$ cat src/rtl/plob_pkg.sv
// Shared types and constants for the price-level order book.
`default_nettype none
package plob_pkg;
  localparam int PRICE_W  = 32;
  localparam int AMOUNT_W = 31;
  localparam int STAMP_W  = 64;

  localparam logic KIND_UPDATE = 1'b0;
  localparam logic KIND_REPORT = 1'b1;
  localparam logic SIDE_ASK    = 1'b0;
  localparam logic SIDE_BID    = 1'b1;

  // Classified command passed from front to back.
  typedef struct packed {
    logic                is_report;
    logic                side;
    logic [PRICE_W-1:0]  price;
    logic [AMOUNT_W-1:0] amount;
    logic [STAMP_W-1:0]  stamp;
  } cmd_t;

  // One report word.
  typedef struct packed {
    logic [STAMP_W-1:0]  stamp;
    logic [PRICE_W-1:0]  bid_price;
    logic [AMOUNT_W-1:0] bid_amount;
    logic                bid_ok;
    logic [PRICE_W-1:0]  ask_price;
    logic [AMOUNT_W-1:0] ask_amount;
    logic                ask_ok;
    logic                dropped;
  } rpt_t;
endpackage
`default_nettype wire

$ cat src/rtl/plob_front.sv
// Front end: input word decode and a two-entry command queue.
`default_nettype none
module plob_front (
  input  wire logic            clk,
  input  wire logic            rst_n,
  input  wire logic            in_valid,
  output logic                 in_ready,
  input  wire logic            in_user,
  input  wire logic [127:0]    in_data,
  output logic                 cmd_valid,
  input  wire logic            cmd_ready,
  output plob_pkg::cmd_t       cmd
);
  plob_pkg::cmd_t q_r [2];
  plob_pkg::cmd_t dec;
  logic           wr_ptr_r, wr_ptr_nxt, rd_ptr_r, rd_ptr_nxt;
  logic [1:0]     cnt_r, cnt_nxt;
  logic           push, pop;

  // Field decode: kind on the user bit; side, price, amount, timestamp from the low bits up
  always_comb begin
    dec.is_report = (in_user == plob_pkg::KIND_REPORT);
    dec.side      = in_data[0];
    dec.price     = in_data[32:1];
    dec.amount    = in_data[63:33];
    dec.stamp     = in_data[127:64];
  end

  assign in_ready  = (cnt_r != 2'd2);
  assign push      = in_valid && in_ready;
  assign cmd_valid = (cnt_r != 2'd0);
  assign pop       = cmd_valid && cmd_ready;
  assign cmd       = q_r[rd_ptr_r];

  always_comb begin
    wr_ptr_nxt = push ? ~wr_ptr_r : wr_ptr_r;
    rd_ptr_nxt = pop ? ~rd_ptr_r : rd_ptr_r;
    cnt_nxt    = cnt_r + {1'b0, push} - {1'b0, pop};
  end

  always_ff @(posedge clk) begin
    if (!rst_n) begin
      wr_ptr_r <= 1'b0;
      rd_ptr_r <= 1'b0;
      cnt_r    <= 2'd0;
    end else begin
      wr_ptr_r <= wr_ptr_nxt;
      rd_ptr_r <= rd_ptr_nxt;
      cnt_r    <= cnt_nxt;
    end
  end

  always_ff @(posedge clk) begin
    if (push) begin
      q_r[wr_ptr_r] <= dec;
    end
  end
endmodule
`default_nettype wire

$ cat config.mk
export PLATFORM = sky130hd
export DESIGN_NAME = plob_front
export DESIGN_NICKNAME = d
export VERILOG_FILES = /design/src/rtl/plob_pkg.sv /design/src/rtl/plob_front.sv
export SDC_FILE = /design/constraint.sdc
export NUM_CORES = 1
export LEC_CHECK = 0
export ABC_CLOCK_PERIOD_IN_PS = 9300
export BUFFER_PORTS_ARGS = -buffer_cell sky130_fd_sc_hd__buf_2
export CORE_UTILIZATION = 52
export CTS_BUF_LIST = sky130_fd_sc_hd__clkbuf_16
export DETAILED_ROUTE_END_ITERATION = 6
export GPL_TIMING_DRIVEN = 0
export MAX_ROUTING_LAYER = met4
export PLACE_DENSITY = 0.8
export SETUP_SLACK_MARGIN = 0.15
export SLEW_MARGIN = 10
export SYNTH_ARGS = -nofsm -noshare
export SYNTH_HDL_FRONTEND = slang
export SYNTH_SLANG_ARGS = --single-unit
$ cat constraint.sdc
create_clock -name clk -period 9.3 [get_ports clk]
set_input_delay 0.465 -clock clk [delete_from_list [all_inputs] [get_ports clk]]
set_output_delay 0.465 -clock clk [all_outputs]
set_load 0.02 [all_outputs]
# Word-level counts from Yosys, hierarchy flattened
# Memories as Yosys holds them, arrays and structs flattened. A register that Yosys moved wholly into a read port is not among the register bits.
# Cells that the tools add are included.
# totals
reg_bits,4
mem_bits_rw,258
inputBits,133
output_inout_bits,131
word_cells,16
n_memories,1
# classes
addsub,2
n_eq_ne,1
n_mux,4
bitwise_logic,2
reduce_logical,3
# mem_list
name,depth,width,rd,rd_ports_with_merged_regs,wr,line_no,rtl
q_r,2,129,1,1,1,plob_front.sv:14,plob_pkg::cmd_t q_r [2];
# op_table
operator,n
two-way mux 1 bit,4
adder 2 x 1 -> 2 bit,1
logical AND 1 bit,2
!= test 2 bit (second input constant),1
inverter 1 bit,2
nonzero test 2 bit,1
subtractor 2 x 1 -> 2 bit,1

# Logic depth before layout (Yosys ltp)
# Gate-level depths: netlist (run 1).
# depth
ltp_word,4
depth_mapped,8
mapped_depth_nobuf,8

# Least setup slack after synthesis (run 1)
# Ideal clock, no wire load.
# synth_path
kind,reg-to-reg
start,reg cnt_r[0]
end,"mem q_r[0][0] (netlist bit), enable pin"
setup_time_ps,619
arrival_ps,6116
required_ps,8681
slack_ps,2565
path_stages_with_launch,4
n_path_buf,0
period_less_slack_ps,6735
path_cell_list,dfxtp_1 -> nand2b_1 -> nand2_1 -> nor2_1
# synth_via
elab_chain_cells,4
# synth_rtl
element,line_no,rtl
"start, declared",plob_front.sv:17,"logic [1:0] cnt_r, cnt_nxt;"
"start signal, assigned",plob_front.sv:49,cnt_r <= cnt_nxt;
!= test 2 bit,plob_front.sv:29,assign in_ready = (cnt_r != 2'd2);
net in_ready,plob_front.sv:7,"output logic in_ready,"
logical AND 1 bit,plob_front.sv:30,assign push = in_valid && in_ready;
two-way mux 1 bit,plob_front.sv:54,if (push) begin
two-way mux 1 bit (not written as such),plob_front.sv:55,q_r[wr_ptr_r] <= dec;
"end, declared",plob_front.sv:14,
# The timed path passes the listed nets, and every way through them passes these cells.

==> flow_summary.ini, run 1 <==
[worst_hold_path]
hp-start = in_data[22]
hold_class = input port to flip-flop

[flow_run]
max_cap_viol_count = 0

[placement]
hpwl_um = 12100
portBuffers = 263
place_ws_ps = 7140
placed_area_mm2 = 0.0114
place_congestion = 0.738

[die]
dieArea_mm2 = 0.0190
coreArea_mm2 = 0.0180
num_rows = 49
fp.dieH_um = 138
dieWidth_um = 138
start_util_pct = 53.2
pin_count = 264

[logic_synthesis]
synth-seq-cells = 263
post_synth.cell_area_avg_um2 = 22.6
ys_types = 17
syn_inst = 425
syn_nets = 560
ys_warn_count = 0
syn_area_mm2 = 0.00959
ys_seq_area_share_pct = 81.9

[power_and_ir_drop]
clock_power_share_pct = 28.5
power.leakage_uw = 0.00460
share_seq_of_total_power_pct = 44.3
power_density_mw_per_mm2 = 282
p_sw_share_pct = 28.6
combPwrFrac_pct = 27.2
peakVddDrop_mv = 0.220
p_int_uw = 2460
power.switching_uw = 985

[finish]
final_common_cell = buf_2
regArea_mm2 = 0.00785
syn2layout_area_growth_pct = 27.2
final_area_mm2 = 0.0122
multi_input_area_mm2 = 0.00160
fill_cells = 1198
final_cell_mix = buf_2 (264), edfxtp_1 (258), mux2_2 (129), clkbuf_16 (27), buf_6 (13)
nets = 858
drive_gt1_share_pct = 60.8

[setup_path]
cp_top_family = buffers and inverters
reg2regPathDepth = 6
r2r_slack_ps = 7190
crit_type = flip-flop to primary output
crit_path_start_kind = flip-flop
max_stage_delay_ps = 380
end_kind = primary output
path_depth = 4
required_ps = 8840
crit_path_end = cmd[50]
critPathBufInv = 3
r2r-start = cnt_r[0]
cp_cell_sequence = buf_6 > buf_6 > mux2_2 > buf_2
arrival_ps = 1810
r2r_end = q_r[0][83]
crit_slowest_cell = dfxtp_1
crit_fanout = 10
path_common_cell = buf_6

[outcome]
status = finished, final reports clean

[clock_tree]
clk_path_buf_depth = 3
numClockSinks = 263
cts_setup_buffers = 0
insertion_delay_ps = 510
cts_root_buf = clkbuf_16
cts_made_buffers = 26
htree_levels = 1
post_cts_resized = 0
cts_tree = yes
ctsHoldBuffers = 0
path_clk_slew_ps = 60

[sta]
fin_hold_ws_ps = 136
finalCriticalPeriod_ps = 2280
fin_skew_ps = 7.30
final-hold-violation-count = 0
relSlewSlack_pct = 61.4
slew_viol_final = 0
setup_tns_ps = 0
fmaxAchievable_ghz = 0.439
setup_viol = 0
worst_slew_pin_slew_ps = 578
fin_ws_ps = 7020
period_share_pct = 24.5
rsz0062_at_grt = false

[global_route]
grt_start_max_net_pins = 61
antenna_found_initial = 1
track_usage_pct = 18.5
grt_pass1_vias = 5080
gr-total-overflow = 0
grt_pass1_wl_um = 25600

[detailed_routing]
routed_wl_um = 17800
ant_nets = 0
drt_iter0_markers = 220
dr.pass1.iters = 4
drc = 0
drt-wirelength-per-cell_um = 18.3
dr_total_vias = 4916
vias_per_cell = 5.07
## cell families after synthesis
group	share of synthesized area (%)
flip-flops	81.9
multiplexers	15.3
AO/OA/AOI/OAI	0.0783
adder cells (fa/ha/maj)	0.261
XOR/XNOR	0.274
buffers and inverters	1.62
AND/OR/NAND/NOR	0.640
## metal layers
layer	up-vias	track usage [%]	wire length [um]
met3	34	4.38	1290
met4	0	5.74	335
li1	2293	-	-
met2	166	32.0	9390
met1	2423	21.2	6780
met5	-	-	0
## flip-flops by register name, summed over array words and instances (netlist names), named ones only
register	cells
cnt_r	2
q_r	258
rd_ptr_r	1
wr_ptr_r	1
## synthesized netlist by cell type
cell	n	area [um^2]
nand2_1	2	7.51
ha_1	2	25.0
and2_1	2	12.5
dfxtp_1	5	100
and3_1	1	6.26
o21a_1	1	7.51
mux2_2	129	1450
nor2_1	1	3.75
edfxtp_1	258	7750
inv_1	1	3.75
mux2i_1	1	10.0
nand2b_1	2	12.5
buf_2	1	5.00
xnor2_1	3	26.3
nor2b_1	2	12.5
or2_2	1	6.26
buf_6	13	146
## per-stage QoR
stage                     util (%)  total power [uW]  instances
after floorplan                  -              2190        425
after global placement        62.1              2470        917
after detailed placement      63.2              2490        924
after CTS                     67.7              3480        969
after global routing          67.7              3580        970
final                         67.7              3440        970
## worst reg2reg max path: stages, from the launching register on
cell and delay [ps]:
dfxtp_1 360, nand2b_1 170, nand2_1 150, nor2_4 490
buf_16 240, buf_16 200, buf_16 190
## worst min-delay path by stage
stage                       end  slack (ps)  cells past startpoint
floorplan              wr_ptr_r         450                      2
global placement       wr_ptr_r         460                      2
detailed placement     rd_ptr_r         540                      2
CTS                 q_r[0][119]         110                      1
global route        q_r[0][119]         110                      1
finish              q_r[1][116]         140                      1
## cell type report
class                      count  area share (%)
clock inverter                18            1.09
tap                          229            2.35
timing repair buffer         270            12.3
sequential                   263            64.3
multi-input combinational    147            13.1
inverter                       1          0.0308
antenna                        1          0.0205
clock buffer                  27            5.54
buffer                        14            1.24
## power groups by stage
stage,sequential (uW),combinational [uW],clock (uW)
floorplan,1570,622,0
detailed placement,1550,946,0
global route,1540,999,1050
global placement,1590,881,0
finish,1520,936,983
CTS,1530,951,1010
(Power assumes the default switching activity.)
==> inputs of run 2 (changes only) <==
--- a/config.mk
+++ b/config.mk
@@ -5,14 +5,14 @@
 export SDC_FILE = /design/constraint.sdc
 export NUM_CORES = 1
 export LEC_CHECK = 0
-export ABC_CLOCK_PERIOD_IN_PS = 9300
+export ABC_CLOCK_PERIOD_IN_PS = 2000
 export BUFFER_PORTS_ARGS = -buffer_cell sky130_fd_sc_hd__buf_2
-export CORE_UTILIZATION = 52
+export CORE_UTILIZATION = 47
 export CTS_BUF_LIST = sky130_fd_sc_hd__clkbuf_16
 export DETAILED_ROUTE_END_ITERATION = 6
 export GPL_TIMING_DRIVEN = 0
 export MAX_ROUTING_LAYER = met4
-export PLACE_DENSITY = 0.8
+export PLACE_DENSITY = 0.77
 export SETUP_SLACK_MARGIN = 0.15
 export SLEW_MARGIN = 10
 export SYNTH_ARGS = -nofsm -noshare
==> constraint.sdc (replaced) <==
create_clock -name clk -period 2 [get_ports clk]
set_input_delay 0.1 -clock clk [delete_from_list [all_inputs] [get_ports clk]]
set_output_delay 0.1 -clock clk [all_outputs]
set_load 0.02 [all_outputs]
==> run 2 against run 1 <==
Critical path depth stayed put. Flip-flop and latch count stayed put. Power grew to 4.8 times the previous value. Non-clock buffer count is 131 higher. Clock power grew to 4.8 times the previous value. Count of clock-buffer cells in the layout stayed put. Sequential share of layout area is 6.5 points lower. Combinational power grew to 4.9 times the previous value. Sequential power grew to 4.7 times the previous value.
==> flow_summary.ini, run 2 (same netlist as run 1, synthesis figures left out) <==
[setup_path]
arrival_ps = 1740
end_kind = primary output
crit_type = flip-flop to primary output
crit_path_start_kind = flip-flop
required_ps = 1900
crit_fanout = 10

[die]
dieArea_mm2 = 0.0210
fp.dieH_um = 145
num_rows = 51
coreArea_mm2 = 0.0197
pin_count = 264
start_util_pct = 48.6
dieWidth_um = 145

[clock_tree]
htree_levels = 1
cts_root_buf = clkbuf_16
cts_made_buffers = 26
numClockSinks = 263
clk_path_buf_depth = 3
cts_tree = yes
path_clk_slew_ps = 60
insertion_delay_ps = 520

[sta]
setup_viol = 0
worst_slew_pin_slew_ps = 788
final-hold-violation-count = 0
finalCriticalPeriod_ps = 1840
fin_skew_ps = 16.5
relSlewSlack_pct = 47.4
fmaxAchievable_ghz = 0.543
rsz0062_at_grt = true
period_share_pct = 92.1
fin_hold_ws_ps = 71.5
slew_viol_final = 0

[finish]
nets = 990
syn2layout_area_growth_pct = 41.7
fill_cells = 1216
largest_register_ffs = 258
largest_register = q_r
final_cell_mix = buf_2 (264), edfxtp_1 (258), dlygate4sd3_1 (131), mux2_2 (129), clkbuf_16 (27)
final_area_mm2 = 0.0136
drive_gt1_share_pct = 52.1
final_common_cell = buf_2
top_regs = q_r (258), cnt_r (2)

[power_and_ir_drop]
peakVddDrop_mv = 1.20
total_power_uw = 16500
power_density_mw_per_mm2 = 1210
power.switching_uw = 4730
power.leakage_uw = 0.00516
combPwrFrac_pct = 28.1
p_sw_share_pct = 28.8
p_int_uw = 11700
clock_power_share_pct = 28.7
share_seq_of_total_power_pct = 43.2

[outcome]
status = finished, final reports clean

[placement]
placed_area_mm2 = 0.0114
portBuffers = 263
hpwl_um = 12400
place_congestion = 0.706

[detailed_routing]
drt-wirelength-per-cell_um = 18.3
vias_per_cell = 4.84
routed_wl_um = 20800
dr_total_vias = 5517
drt_iter0_markers = 163
drc = 0
dr.pass1.iters = 4
ant_nets = 0

[global_route]
track_usage_pct = 19.8
grt_pass1_wl_um = 30300
grt_pass1_vias = 6074
antenna_found_initial = 1
grt_start_max_net_pins = 66
gr-total-overflow = 0

[worst_hold_path]
hold_class = input port to flip-flop

[flow_run]
max_cap_viol_count = 0
==> run 2: cell count changes in the layout (fill, tap and decap cells not counted), sizes merged <==
cell and delta:
bufinv +1, clkinv +1, dlygate4sd3 +131, inv -1
nor2 +1
==> run 2: path summary, 6_finish.rpt <==
check / slack (ps) / start / depth (start not counted) / endpoint
min reg2reg: 540 / rd_ptr_r / 2 / flip-flop
max reg2reg: 330 / wr_ptr_r / 2 / q_r[1][84]
min: 70 / cmd_ready / 4 / flip-flop
max: 160 / flip-flop / 4 / cmd[42]
==> run 2: power groups by stage <==
stage / Sequential (uW) / Combinational, uW / Clock [uW]
global route: 7170 / 4920 / 5040
detailed placement: 7210 / 4380 / 0
finish: 7110 / 4620 / 4730
floorplan: 7190 / 2910 / 0
CTS: 7100 / 4630 / 4800
global placement: 7240 / 4130 / 0
==> run 2: repair_timing <==
action | in CTS | in global routing
setup buffers | 0 | 1
gates cloned | 1 | 0
hold endpoints to repair | 263 | 0
pin swaps | 1 | 1
gates resized for setup | 3 | 0
hold buffers | 131 | 0
setup endpoints to repair | 166 | 176
==> run 2: final cells by class <==
cell class | count | area (um^2) | area share [%]
Sequential cell | 263 | 7850 | 57.8
Timing Repair Buffer | 401 | 2780 | 20.5
Multi-Input combinational cell | 148 | 1620 | 11.9
Clock buffer | 27 | 676 | 4.98
Tap cell | 265 | 332 | 2.44
Clock inverter | 19 | 161 | 1.19
Buffer | 14 | 160 | 1.18
Inverter | 1 | 3.75 | 0.0276
Antenna cell | 1 | 2.50 | 0.0184
==> run 2: per-layer routing <==
| layer | vias to the layer above | global-route usage (%) | wire length [um] |
|---|---|---|---|
| met5 | - | - | 0 |
| met4 | 0 | 6.87 | 577 |
| met3 | 50 | 4.54 | 1270 |
| met2 | 213 | 36.5 | 11200 |
| met1 | 2701 | 20.7 | 7770 |
| li1 | 2553 | - | - |
==> run 2: stage by stage <==
stage               util [%]  std cells  worst slack (ps)  setup TNS, ps
finish                  68.9       1139               158              0
detailed placement      57.8        959             -49.8          -1490
CTS                     68.8       1137               115              0
global placement        57.1        953             -1680        -368860
global route            68.9       1139              79.4              0
floorplan                  -        425              -904        -190960
==> run 2: critical path, stage by stage, from the launching register on <==
cell and delay (ps):
dfxtp_2 360, buf_12 170, buf_6 170, mux2_2 350, buf_2 160
==> inputs of run 3 (changes only) <==
--- a/config.mk
+++ b/config.mk
@@ -13,6 +13,7 @@
 export GPL_TIMING_DRIVEN = 0
 export MAX_ROUTING_LAYER = met4
 export PLACE_DENSITY = 0.77
+export REMOVE_ABC_BUFFERS = 1
 export SETUP_SLACK_MARGIN = 0.15
 export SLEW_MARGIN = 10
 export SYNTH_ARGS = -nofsm -noshare
==> run 3 against run 2 <==
Wire length increased by 19%. Via count grew 4.4%. Maximum frequency down 5.6%. Global-route usage grew 0.96 points. Critical endpoint is now cmd[55]. Largest cell class unchanged. Highest routed layer unchanged.
==> flow_summary.ini, run 3 (same netlist as run 1, synthesis figures left out) <==
[sta]
finalCriticalPeriod_ps = 1950
setup_viol = 0
fmaxAchievable_ghz = 0.512
rsz0062_at_grt = true
fin_ws_ps = 48.5
period_share_pct = 97.6
slew_viol_final = 0
fin_skew_ps = 11.2
relSlewSlack_pct = 74.5
fin_hold_ws_ps = 69.0
final-hold-violation-count = 0
worst_slew_pin_slew_ps = 382

[setup_path]
end_kind = primary output
max_stage_delay_ps = 360
cp_cell_sequence = buf_16 > buf_6 > buf_12 > buf_16 > mux2_4 > buf_6
r2r_end = cnt_r[1]
crit_type = flip-flop to primary output
crit_slowest_cell = dfxtp_4
reg2regPathDepth = 8
crit_path_start_kind = flip-flop
required_ps = 1900
r2r_slack_ps = 260
arrival_ps = 1850
crit_fanout = 7
r2r-start = cnt_r[0]

[outcome]
status = finished, final reports clean

[global_route]
use_met2_pct = 36.9
track_usage_pct = 20.8
grt_pass1_vias = 6058
grt_pass1_wl_um = 31400
gr-max-usage-layer = met2
grt_start_max_net_pins = 66
met1_usage_pct = 23.5
met3_usage_pct = 4.57
gr-total-overflow = 0
antenna_found_initial = 1

[die]
dieWidth_um = 145
fp.dieH_um = 145
coreArea_mm2 = 0.0197
start_util_pct = 48.6
dieArea_mm2 = 0.0210
num_rows = 51
pin_count = 264

[clock_tree]
path_clk_slew_ps = 60
cts_made_buffers = 26
cts_root_buf = clkbuf_16
htree_levels = 1
numClockSinks = 263
clk_path_buf_depth = 3
cts_tree = yes
insertion_delay_ps = 520

[placement]
place_inst = 948
place_ws_ps = -32.6
portBuffers = 263
hpwl_um = 11800
placed_area_mm2 = 0.0113
place_congestion = 0.711

[worst_hold_path]
hold_class = input port to flip-flop
whs_path_depth = 4
hp-start = cmd_ready

[finish]
regArea_mm2 = 0.00785
final_area_mm2 = 0.0146
final_cell_mix = edfxtp_1 (258), buf_2 (195), dlygate4sd3_1 (131), mux2_2 (75), buf_6 (63)
largest_register_ffs = 258
nets = 1004
largest_register = q_r
top_regs = q_r (258), cnt_r (2)
drive_gt1_share_pct = 52.5
fill_cells = 1066
final_cell_count_no_fill = 1155
final_common_cell = edfxtp_1
syn2layout_area_growth_pct = 52.3
multi_input_area_mm2 = 0.00180

[detailed_routing]
dr_total_vias = 5759
drt-wirelength-per-cell_um = 21.4
ant_nets = 0
vias_per_cell = 4.99
drt_iter0_markers = 246
routed_wl_um = 24700
drc = 0
dr.pass1.iters = 4

[power_and_ir_drop]
peakVddDrop_mv = 1.14
power_density_mw_per_mm2 = 1240
power.leakage_uw = 0.00565

[flow_run]
max_cap_viol_count = 0
==> run 3: cell types whose count changed in the layout (fill, tap and decap cells not counted), sizes merged <==
cell / change
clkinvlp: +1
clkbuf: +4
inv: +1
clkinv: +2
nor2: -1
buf: +11
bufinv: -2
==> run 3: what timing repair did <==
action	in CTS	in global routing
hold buffers	130	1
buffers inserted	14	1
setup endpoints to repair	167	184
gates resized for setup	27	183
pin swaps	1	1
gates cloned	8	4
hold endpoints to repair	263	1
==> run 3: worst max path at each step <==
stage,cells past startpoint,to,startpoint,slack (ps)
2_1_floorplan,3,q_r[0][0],cnt_r[0],-4740
3_3_place_gp,3,q_r[0][6],cnt_r[0],-6970
3_5_place_dp,6,q_r[0][24],cnt_r[0],-30
4_1_cts,6,cmd[76],flip-flop,30
5_1_grt,6,cmd[45],flip-flop,4
6_report,6,cmd[55],flip-flop,50
==> run 3: power by group <==
group	internal, uW	switching (uW)
clock network	2560	2010
logic	3240	3100
registers	6920	221
==> run 3: worst max-delay path: cells and delay by family (launching register included) <==
family,cells,cell delay [ps]
buffers and inverters,5,660
DFF,1,360
muxes,1,310
==> run 3: cell type report <==
class,count,area share (%)
sequential,263,53.8
timing repair buffer,430,26.2
multi-input combinational,147,12.3
clock buffer,27,4.63
tap,265,2.27
clock inverter,21,0.805
inverter,1,0.0257
antenna,1,0.0171
==> run 3: metal layers <==
layer  up-vias  routed length [um]
met2       229               13200
met1      2892                9500
li1       2594                   -
met3        44                1520
met5         -                   0
met4         0                 500
==> run 3: stage by stage <==
stage / total power [uW] / setup TNS, ps / util, %
6_report: 18000 / 0 / 74.1
3_3_place_gp: 10300 / -1745020 / 56.2
2_1_floorplan: 10000 / -1125650 / -
4_1_cts: 16900 / 0 / 70.4
5_1_grt: 18700 / 0 / 74.1
3_5_place_dp: 11400 / -1360 / 57.4
